<file path="src/design/cbt_pkg.sv">
// ----------------------------------------------------------------------------
// cbt_pkg: shared types and sizes for the context binding table
// Holds the table depth, index widths, action codes and the slot and compare
// structs.
// ----------------------------------------------------------------------------
package cbt_pkg;

  localparam int TABLE_ENTRIES = 8;
  localparam int IDX_W = (TABLE_ENTRIES > 1) ? $clog2(TABLE_ENTRIES) : 1;

  localparam logic [IDX_W-1:0] LAST_IDX = IDX_W'(TABLE_ENTRIES - 1);

  // Action codes carried on in_action.
  localparam logic ACT_QUERY  = 1'b0;
  localparam logic ACT_RECORD = 1'b1;

  typedef logic [IDX_W-1:0] idx_t;

  // One binding as stored in a slot.
  typedef struct packed {
    logic [31:0] key_high;
    logic [31:0] key_low;
    logic [31:0] region_start;
    logic [31:0] region_size;
    logic [31:0] globals_base;
    logic [31:0] stack_start;
  } entry_t;

  // Outcome of comparing one slot against the current item.
  typedef struct packed {
    logic key_eq;
    logic ctx_eq;
    logic free;
  } cmp_t;

endpackage

</file>
<file path="src/design/context_binding_table.sv">
// ----------------------------------------------------------------------------
// context_binding_table: small associative table of process context bindings
// Each slot binds a 64-bit process key to four context words. Queries look
// for an exact binding; records update the slot holding the key, else fill
// the lowest free slot, else replace a round-robin victim.
// ----------------------------------------------------------------------------
// Flow: a zero-key beat goes straight to the hand-off state; other beats pass
// a read state, a scan that compares one slot per cycle, a write state for
// records, and the hand-off state into the output register.
// The input stalls until the result is handed on, so a new beat is not taken
// before the last one is through.
// Reset (rst_n, synchronous, active low) clears all slot valid bits and the
// victim pointer, so every slot reads as all zero (free).
// ----------------------------------------------------------------------------
module context_binding_table (
  input  logic        clk,
  input  logic        rst_n,

  input  logic        in_valid,
  output logic        in_stall,
  input  logic        in_action,
  input  logic [31:0] in_key_high,
  input  logic [31:0] in_key_low,
  input  logic [31:0] in_region_start,
  input  logic [31:0] in_region_size,
  input  logic [31:0] in_globals_base,
  input  logic [31:0] in_stack_start,

  output logic        out_valid,
  input  logic        out_stall,
  output logic        out_matched,
  output logic        out_key_rejected
);
  import cbt_pkg::*;

  // One-hot sequencer states.
  typedef enum logic [4:0] {
    S_IDLE  = 5'b00001,  // waiting for an input beat
    S_FETCH = 5'b00010,  // first slot read in flight
    S_SCAN  = 5'b00100,  // compare one slot per cycle
    S_WRITE = 5'b01000,  // record: write the chosen slot
    S_DONE  = 5'b10000   // hand the result to the output register
  } state_t;

  state_t state_r, state_nxt;

  // Latched item. Payload registers carry no reset.
  entry_t item_r;
  logic   action_r;

  // Slot memory with a registered read port, plus per-slot valid bits so
  // that reset makes every slot read as all zero without a clearing pass.
  entry_t                   mem [TABLE_ENTRIES];
  entry_t                   rd_data_r;
  logic [TABLE_ENTRIES-1:0] valid_r;

  idx_t rd_idx_r,  rd_idx_nxt;    // address being read this cycle
  idx_t cmp_idx_r, cmp_idx_nxt;   // slot whose data sits in rd_data_r
  idx_t free_idx_r, free_idx_nxt;
  logic have_free_r, have_free_nxt;
  idx_t target_r, target_nxt;
  idx_t victim_r, victim_nxt;
  logic matched_r, matched_nxt;
  logic rejected_r, rejected_nxt;

  logic out_valid_r, out_valid_nxt;
  logic out_matched_r, out_matched_nxt;
  logic out_rejected_r, out_rejected_nxt;

  logic   in_fire;
  logic   mem_we;
  entry_t slot_view;
  cmp_t   cmp;
  logic   out_free;

  assign in_stall = (state_r != S_IDLE);
  assign in_fire  = in_valid && !in_stall;
  assign out_free = !out_valid_r || !out_stall;
  assign mem_we   = (state_r == S_WRITE);

  // A slot never written since reset reads as all zero, i.e. free.
  assign slot_view = valid_r[cmp_idx_r] ? rd_data_r : '0;

  cbt_slot_cmp u_cmp (
    .slot (slot_view),
    .item (item_r),
    .res  (cmp)
  );

  // Sequencer and scan bookkeeping.
  always_comb begin
    state_nxt        = state_r;
    rd_idx_nxt       = rd_idx_r;
    cmp_idx_nxt      = cmp_idx_r;
    free_idx_nxt     = free_idx_r;
    have_free_nxt    = have_free_r;
    target_nxt       = target_r;
    victim_nxt       = victim_r;
    matched_nxt      = matched_r;
    rejected_nxt     = rejected_r;
    out_valid_nxt    = out_valid_r && out_stall;
    out_matched_nxt  = out_matched_r;
    out_rejected_nxt = out_rejected_r;

    case (state_r)
      S_IDLE: begin
        if (in_fire) begin
          matched_nxt   = 1'b0;
          have_free_nxt = 1'b0;
          rd_idx_nxt    = '0;
          if ((in_key_high == 32'd0) && (in_key_low == 32'd0)) begin
            // Zero key: ignore the beat and flag it.
            rejected_nxt = 1'b1;
            state_nxt    = S_DONE;
          end else begin
            rejected_nxt = 1'b0;
            state_nxt    = S_FETCH;
          end
        end
      end

      S_FETCH: begin
        cmp_idx_nxt = rd_idx_r;
        if (rd_idx_r != LAST_IDX) begin
          rd_idx_nxt = rd_idx_r + idx_t'(1);
        end
        state_nxt = S_SCAN;
      end

      S_SCAN: begin
        cmp_idx_nxt = rd_idx_r;
        if (rd_idx_r != LAST_IDX) begin
          rd_idx_nxt = rd_idx_r + idx_t'(1);
        end
        if (action_r == ACT_QUERY) begin
          // Query: hit needs key and all context words equal.
          if (cmp.key_eq && cmp.ctx_eq) begin
            matched_nxt = 1'b1;
            state_nxt   = S_DONE;
          end else if (cmp_idx_r == LAST_IDX) begin
            state_nxt = S_DONE;
          end
        end else begin
          if (cmp.key_eq) begin
            // The slot already holding the key wins over any free slot.
            target_nxt = cmp_idx_r;
            state_nxt  = S_WRITE;
          end else begin
            if (cmp.free && !have_free_r) begin
              have_free_nxt = 1'b1;
              free_idx_nxt  = cmp_idx_r;
            end
            if (cmp_idx_r == LAST_IDX) begin
              state_nxt = S_WRITE;
              if (have_free_r) begin
                target_nxt = free_idx_r;
              end else if (cmp.free) begin
                target_nxt = cmp_idx_r;
              end else begin
                // Table full: replace the victim and advance the pointer.
                target_nxt = victim_r;
                victim_nxt = (victim_r == LAST_IDX) ? '0 : victim_r + idx_t'(1);
              end
            end
          end
        end
      end

      S_WRITE: begin
        state_nxt = S_DONE;
      end

      S_DONE: begin
        if (out_free) begin
          out_valid_nxt    = 1'b1;
          out_matched_nxt  = matched_r;
          out_rejected_nxt = rejected_r;
          state_nxt        = S_IDLE;
        end
      end

      default: begin
        state_nxt = S_IDLE;
      end
    endcase
  end

  // Control registers.
  always_ff @(posedge clk) begin
    if (!rst_n) begin
      state_r     <= S_IDLE;
      victim_r    <= '0;
      valid_r     <= '0;
      out_valid_r <= 1'b0;
    end else begin
      state_r     <= state_nxt;
      victim_r    <= victim_nxt;
      out_valid_r <= out_valid_nxt;
      if (mem_we) begin
        valid_r[target_r] <= 1'b1;
      end
    end
  end

  // Datapath registers.
  always_ff @(posedge clk) begin
    if (in_fire) begin
      action_r            <= in_action;
      item_r.key_high     <= in_key_high;
      item_r.key_low      <= in_key_low;
      item_r.region_start <= in_region_start;
      item_r.region_size  <= in_region_size;
      item_r.globals_base <= in_globals_base;
      item_r.stack_start  <= in_stack_start;
    end
    rd_idx_r       <= rd_idx_nxt;
    cmp_idx_r      <= cmp_idx_nxt;
    free_idx_r     <= free_idx_nxt;
    have_free_r    <= have_free_nxt;
    target_r       <= target_nxt;
    matched_r      <= matched_nxt;
    rejected_r     <= rejected_nxt;
    out_matched_r  <= out_matched_nxt;
    out_rejected_r <= out_rejected_nxt;
  end

  // Slot memory: one write port, one registered read port.
  always_ff @(posedge clk) begin
    if (mem_we) begin
      mem[target_r] <= item_r;
    end
    rd_data_r <= mem[rd_idx_r];
  end

  assign out_valid        = out_valid_r;
  assign out_matched      = out_matched_r;
  assign out_key_rejected = out_rejected_r;

endmodule

</file>
<file path="src/design/cbt_slot_cmp.sv">
// ----------------------------------------------------------------------------
// cbt_slot_cmp: compare unit shared across the table scan
// Checks one slot against the item: key equality, context equality, free.
// ----------------------------------------------------------------------------
module cbt_slot_cmp (
  input  cbt_pkg::entry_t slot,
  input  cbt_pkg::entry_t item,
  output cbt_pkg::cmp_t   res
);
  import cbt_pkg::*;

  always_comb begin
    res.key_eq = (slot.key_high == item.key_high) && (slot.key_low == item.key_low);
    res.ctx_eq = (slot.region_start == item.region_start)
              && (slot.region_size == item.region_size)
              && (slot.globals_base == item.globals_base)
              && (slot.stack_start == item.stack_start);
    res.free   = (slot.key_high == 32'd0) && (slot.key_low == 32'd0);
  end

endmodule
</file>
<file path="config.mk">
export PLATFORM = sky130hd
export DESIGN_NAME = context_binding_table
export DESIGN_NICKNAME = d
export VERILOG_FILES = /design/src/design/cbt_pkg.sv /design/src/design/context_binding_table.sv /design/src/design/cbt_slot_cmp.sv
export SDC_FILE = /design/constraint.sdc
export NUM_CORES = 2
export LEC_CHECK = 0
export BUFFER_PORTS_ARGS = -buffer_cell sky130_fd_sc_hd__buf_2
export CORE_AREA = 2 2 405 407
export CTS_CLUSTER_DIAMETER = 80
export DETAILED_ROUTE_END_ITERATION = 7
export DIE_AREA = 0 0 407 409
export SLEW_MARGIN = 10
export SYNTH_ARGS = -nofsm -noshare
export SYNTH_HDL_FRONTEND = slang
export SYNTH_SLANG_ARGS = --single-unit
</file>
<file path="constraint.sdc">
create_clock -name clk -period 20.9 [get_ports clk]
set_clock_uncertainty 0.15 [all_clocks]
set_input_delay 3.135 -clock clk [delete_from_list [all_inputs] [get_ports clk]]
set_output_delay 3.135 -clock clk [all_outputs]
set_load 0.02 [all_outputs]
</file>
After elaboration in Yosys (flattened, before gate mapping)

Memories as Yosys holds them, arrays and structs flattened. A register that Yosys moved wholly into a read port is not among the register bits.
Cells that the tools add are included.

Bits in registers: 227
RAM bits: 1,536
Output and inout port bits: 4
Logic and storage cells: 123
Memories: 1

Memory list:

| memory | words | width | rd ports | clocked after Yosys merged registers in | write ports | RTL line                    | text |
|---|---|---|---|---|---|---|---|
| mem    | 8     | 192   | 1        | 1                                       | 1           | context_binding_table.sv:53 | `entry_t mem [TABLE_ENTRIES];` |

$add $sub $neg: 2
Order comparisons: 3
Equal/unequal tests: 25
Muxes and demuxes: 35
Bitwise logic cells: 4
Reductions and logical operators: 33

Operator list:

| operator            | count |
|---|---|
| $eq 32x32->1        | 6 |
| $mux 192            | 1 |
| $logic_not 32->1    | 4 |
| $mux 5              | 8 |
| $pmux 5 s5          | 1 |
| $mux 3              | 7 |
| $ne 2x2->1 const B  | 7 |
| $mux 1              | 13 |
| $reduce_and 4->1    | 3 |
| $logic_and 1x1->1   | 11 |
| $lt 3x4->1 const B  | 2 |
| $ne 4x4->1 const B  | 2 |
| $or 8x8->8          | 1 |
| $add 3x1->3 const B | 2 |
| $eq 3x3->1 const B  | 2 |
| $pmux 3 s2          | 1 |
| $reduce_and 3->1    | 2 |
| $reduce_and 6->1    | 1 |
| $reduce_bool 2->1   | 3 |
| $eq 5x1->1 const B  | 1 |
| $eq 5x2->1 const B  | 1 |
| $eq 5x3->1 const B  | 1 |
| $eq 5x4->1 const B  | 1 |
| $eq 5x5->1 const B  | 1 |
| other kinds (13)    | 20 |

Logic depth before layout (Yosys ltp)

Depth in word-level cells: 11
Depth in mapped cells: 13
Gate-level depth less buffers: 9

By module

A second synthesis with hierarchy kept.

Cells, all modules: 3,252
Area total of the unflattened synthesis: 72,198.0 µm²

Modules (own cells, without submodules):

| module                | times used | cells an instance | area an instance (µm²) | seq. area each (µm²) |
|---|---|---|---|---|
| context_binding_table | 1          | 2,975             | 69,980.9               | 56,614.3 |
| cbt_slot_cmp          | 1          | 277               | 2,217.1                | 0.0 |

Worst setup path after synthesis

Ideal clock, no wire load.

Path kind: register to register
Start point: register state_r[4]
End point: memory mem[0][0] (netlist name) (enable)
Library setup time: 982 ps
Arrival: 13,834 ps
Data required time: 19,768 ps
Slack: 5,934 ps
Cell stages (with the launch flop): 5
Path through: dfxtp_1 -> nor2_1 -> nand3_1 -> or2_2 -> nor3_1

Longest elaborated chain between the ends: 3

RTL lines:

| item                         | RTL line                     | text |
|---|---|---|
| start: declaration           | context_binding_table.sv:45  | `state_t state_r, state_nxt;` |
| start signal: assignment     | context_binding_table.sv:196 | `state_r <= state_nxt;` |
| $eq 5x4->1                   | context_binding_table.sv:79  | `assign mem_we = (state_r == S_WRITE);` |
| $mux 1                       | context_binding_table.sv:229 | `if (mem_we) begin` |
| $mux 1 (implied by the code) | context_binding_table.sv:230 | `mem[target_r] <= item_r;` |
| end: declaration             | context_binding_table.sv:53  |  |

No other way between the ends.

Final worst setup path

Start point: input port in_valid
End point: register item_r[27] (netlist name) (enable)

Longest elaborated chain between the ends: 1

RTL lines:

| item               | RTL line                    | text |
|---|---|---|
| start: declaration | context_binding_table.sv:19 | `input logic in_valid,` |
| $logic_and 1x1->1  | context_binding_table.sv:77 | `assign in_fire = in_valid && !in_stall;` |
| net in_fire        | context_binding_table.sv:70 | `logic in_fire;` |
| end: declaration   | context_binding_table.sv:48 | `entry_t item_r;` |

The timed path passes the listed nets, and every way through them passes these cells.
A chain may end at the register's enable or synchronous reset.

==> results.env <==
GR_PEAK_LAYER='met2'
LARGEST_NET_DEGREE_AT_THE_START_OF_GLOBAL_ROUTING=126
SLEW-LIMIT-HEADROOM_PCT=22.0
WORSTSETUPPATHTYPE='input pin to flip-flop'
WORSTSETUPSTARTPOINTTYPE='input pin'
TOP_LEVEL_PINS=201
VIAS_PER_CELL=5.73
POST-CTS-SETUP-BUFFERS=0
FLOORPLAN.ROWS=148
DR_TOTAL_VIAS=34300
DRC=0
SYNTH_SIMPLE_GATE_AREA_SHARE_PCT=2.34
GRT_USAGE_PCT=20.4
COUNT_OF_FLIP_FLOPS_WITH_A_BUILT_IN_ENABLE_AFTER_SYNTHESIS=1746
SETUP-VIOLATIONS-FINAL=0
AVGROUTEDWIREPERCELL_UM=28.1
SYNTH_NETS=3511
TIMING.FMAX_MHz=187
NETSWITCHINGPOWER_mW=1.95
DETAIL-ROUTE-ANTENNA-NETS=0
CLK_PIN_SLEW_PS=60
CTS_BUFFER_DEPTH=3
CRITPATHMAXFANOUT=86
LAYOUT_WORST_PATH_CYCLE_SHARE_PCT=25.6
SYNTH.AVG_CELL_AREA_UM2=21.9
CELL_AREA_AFTER_SYNTHESIS_UM2=72500
YOSYSWARNINGCOUNT=0
FLOORPLAN.DIE.WIDTH_UM=407
SYNTH_CELLS=3310
SYNTH-SEQ-AREA-SHARE_PCT=78.1
SEQPWRFRAC_PCT=52.9
DRIVE_ABOVE_1_SHARE_PCT=29.8
MAX_CAP_VIOLATIONS=0
POST-PLACE-WS_PS=14650
LAYOUT_SETUP_WS_PS=15550
CPMOSTUSEDCELL='buf_4'
SYNTH_FA_HA_AREA_SHARE_PCT=0.0691
RSZ_0062_RAISED_AFTER_GLOBAL_ROUTING='false'
MULTI_INPUT_COMBINATIONAL_CELL_AREA_UM2=15400
FIN_TNS_SETUP_PS=0
COMBINATIONALPOWERSHARE_PCT=7.7
HOLDBUFCOUNTCTS=0
POWER.DENSITY_CELL_AREA_nW_PER_UM2=105
GRT_PASS1_VIAS=34600
SYN_TO_FINAL_GROWTH_PCT=14.0
DRT-INITIAL-DRC-COUNT=3102
WIRELENGTH_MM=168
SYNTHMUXAREASHARE_PCT=15.0
TIMING.FINAL.CRIT_PERIOD_PS=5350
INITIAL_UTILIZATION_PCT=44.7
P_INT_mW=6.72
CRITICAL_PATH.CELL_CHAIN='buf_2 -> nand2_1 -> inv_8 -> buf_4 -> buf_4'
GROUTE.LAYER.MET1.USAGE_PCT=30.7
DESIGN.FINAL.NETS=3839
POST_CTS.RESIZED_INSTANCES=0
CTS_NUM_SINKS=1955
WORSTSETUPENDPOINTTYPE='flip-flop'
CPMAXSTAGEDELAYCELL='buf_4'
CRIT_PATH_REQUIRED_TIME_PS=21170
SWITCHING_SHARE_OF_TOTAL_POWER_PCT=22.5
ASYNCSETRESETFLOPFRACSYNTH_PCT=0
TRITONCTS='yes'
CRITPATHARRIVALTIME_PS=5620
SYNTH_FLOP_CELL='edfxtp_1'
CELL_AREA_PLACED_UM2=76300
NETLIST-CELL-TYPE-COUNT=58
VDD_IR_DROP_MAX_mV=0.0844
CLOCK_POWER_SHARE_PCT=39.4
GRT_OVERFLOW_TOTAL=0
DESIGN.DIE.AREA_UM2=166000
SYNTHXORXNORAREAFRAC_PCT=1.95
AREA_OF_THE_CORE_UM2=162000
CTS_MADE_BUFFERS=192
GRT_PASS1_WL_MM=244
USE_MET2_PCT=31.2
SEQCELLAREA_UM2=56600
HOLD_VIOL=0
STDCELL_AREA_UM2=82600
RUN_STATUS='finished, final reports clean'
GRT_USE_MET3_PCT=3.51
PORTBUFFERS=200
FLOORPLAN.DIE.HEIGHT_UM=409
STATIC_LEAKAGE_POWER_nW=26.2
DRT_PASS1_ITERATIONS=5
SYNTH_TOP_FAMILY_BY_AREA='multiplexers'
CTS-ROOT-BUF='clkbuf_16'
FINAL_MAX_SLEW_VIOL_COUNT=0
DP_HPWL_MM=95.6
TIMING.HOLD.WORST.CLASS='flip-flop to flip-flop'
COMPOUND_CELL_AREA_SHARE_OF_THE_YOSYS_NETLIST_PCT=1.76
YS_FF_LATCH=1955
GP_CONGESTION=0.802
GRT_ANTENNA_BEFORE_REPAIR=12
HIGHEST_CELL_DELAY_ON_THE_WORST_TIMING_PATH_PS=870
H_TREE_DEPTH_REPORTED_BY_CTS=4
FILLER_CELL_COUNT=12700
WORSTMARGINPINSLEW_PS=1160
CLOCK_LATENCY_PS=820
-- stage by stage --
stage	hold slack (ps)	power [mW]	utilization, %	instances
after floorplan	250	5.08	-	3310
after detailed placement	295	5.35	47.1	5619
after global routing	331	8.97	51.0	5980
after CTS	316	8.76	51.0	5979
after global placement	298	5.34	47.1	5619
final	314	8.68	51.0	5982
-- metal layers --
layer | wire length [um] | part of all wire (%)
met1 | 76200 | 45
met2 | 78500 | 47
met3 | 10800 | 6.4
met4 | 2800 | 1.7
met5 | 82 | 0.049
-- final timing paths --
kind	start	end	slack, ps	depth (start not counted)
worst max-delay path	in_valid	item_r[27]$_DFFE_PP_	15550	5
worst min-delay path	valid_r[5]$_SDFFE_PN0P_	valid_r[5]$_SDFFE_PN0P_	310	1
worst max register to register	rd_idx_r[0]$_SDFFCE_PP0P_	rd_data_r[30]$_DFF_P_	15700	6
worst min register to register	valid_r[5]$_SDFFE_PN0P_	valid_r[5]$_SDFFE_PN0P_	310	1
-- power by group through the flow --
stage / registers (mW) / logic, mW / clock network (mW)
floorplan: 4.58 / 0.500 / 0
CTS: 4.59 / 0.682 / 3.49
global placement: 4.67 / 0.675 / 0
detailed placement: 4.67 / 0.677 / 0
finish: 4.59 / 0.670 / 3.41
global route: 4.61 / 0.723 / 3.64
-- sequential cells by signal, indices dropped and copies added (netlist names), 5 cells and up --
signal,cells
item_r,192
state_r,5
rd_data_r,192
valid_r,8
mem,1536
-- placed cells by master (no fill, tap or decap), types with 16 or more instances in the layout --
cell       instances
clkinv_1          33
nand4_1           35
xnor2_1           30
clkbuf_8          27
o32ai_1           54
xor2_1           131
dfxtp_1          209
edfxtp_1        1746
nor2_1            40
nor3_1            16
mux4_2           384
nand2_1           32
nand2b_1          21
nor4_1            78
a21oi_1           23
clkbuf_1          46
buf_2            200
clkinv_2          31
nand3_1           18
o21ai_0           27
mux2_2           192
clkbuf_16        194
buf_4             47
-- cell families (layout without fill, tap and decap cells) --
family | after synthesis | count (layout)
xor+xnor | 161 | 161
simple gates | 299 | 299
mux | 583 | 583
flops | 1955 | 1955
compound gates | 172 | 172
buf+inv | 136 | 630
fa+ha+maj | 4 | 4
other cells | 0 | 3
-- cells in the mapped netlist (all sizes together) (3+ instances only) --
library cell	n	share of area (%)
or2	7	0.060
mux4	384	12
nor4	78	0.67
and2	4	0.038
or3	3	0.026
dfxtp	209	5.8
mux2	192	3.0
buf	57	0.32
nand3b	11	0.11
nor3	19	0.15
and4	4	0.048
o2111ai	4	0.048
edfxtp	1746	72
a22o	7	0.085
nand3	18	0.12
o21ai	27	0.19
a31oi	5	0.043
o21a	8	0.083
o22ai	3	0.026
and3	3	0.026
nand2	32	0.17
a311oi	4	0.048
clkbuf	64	0.33
a21oi	23	0.16
o32a	3	0.041
o32ai	54	0.65
mux2i	7	0.097
a2111oi	4	0.048
nor2b	12	0.10
a22oi	9	0.11
a21boi	5	0.052
xnor2	30	0.36
xor2	131	1.6
a211oi	7	0.073
nor2	46	0.24
inv	15	0.078
nand4	36	0.33
nand2b	21	0.18
ha	4	0.069
-- layout make-up --
class	instances	share of cell area, %
well taps	2175	3.30
diodes	3	0.00909
repair buffers	255	1.83
flip-flops and latches	1955	68.6
multi-input cells	1219	18.6
inverters	15	0.0773
clock inverters	93	1.08
clock buffers	267	6.54
-- worst max-delay path, delay by kind of cell --
family                 cells  cell delay, ps
AND/OR/NAND/NOR            1             150
buffers and inverters      4            2190
No activity file was read; power rests on OpenSTA's default activity.
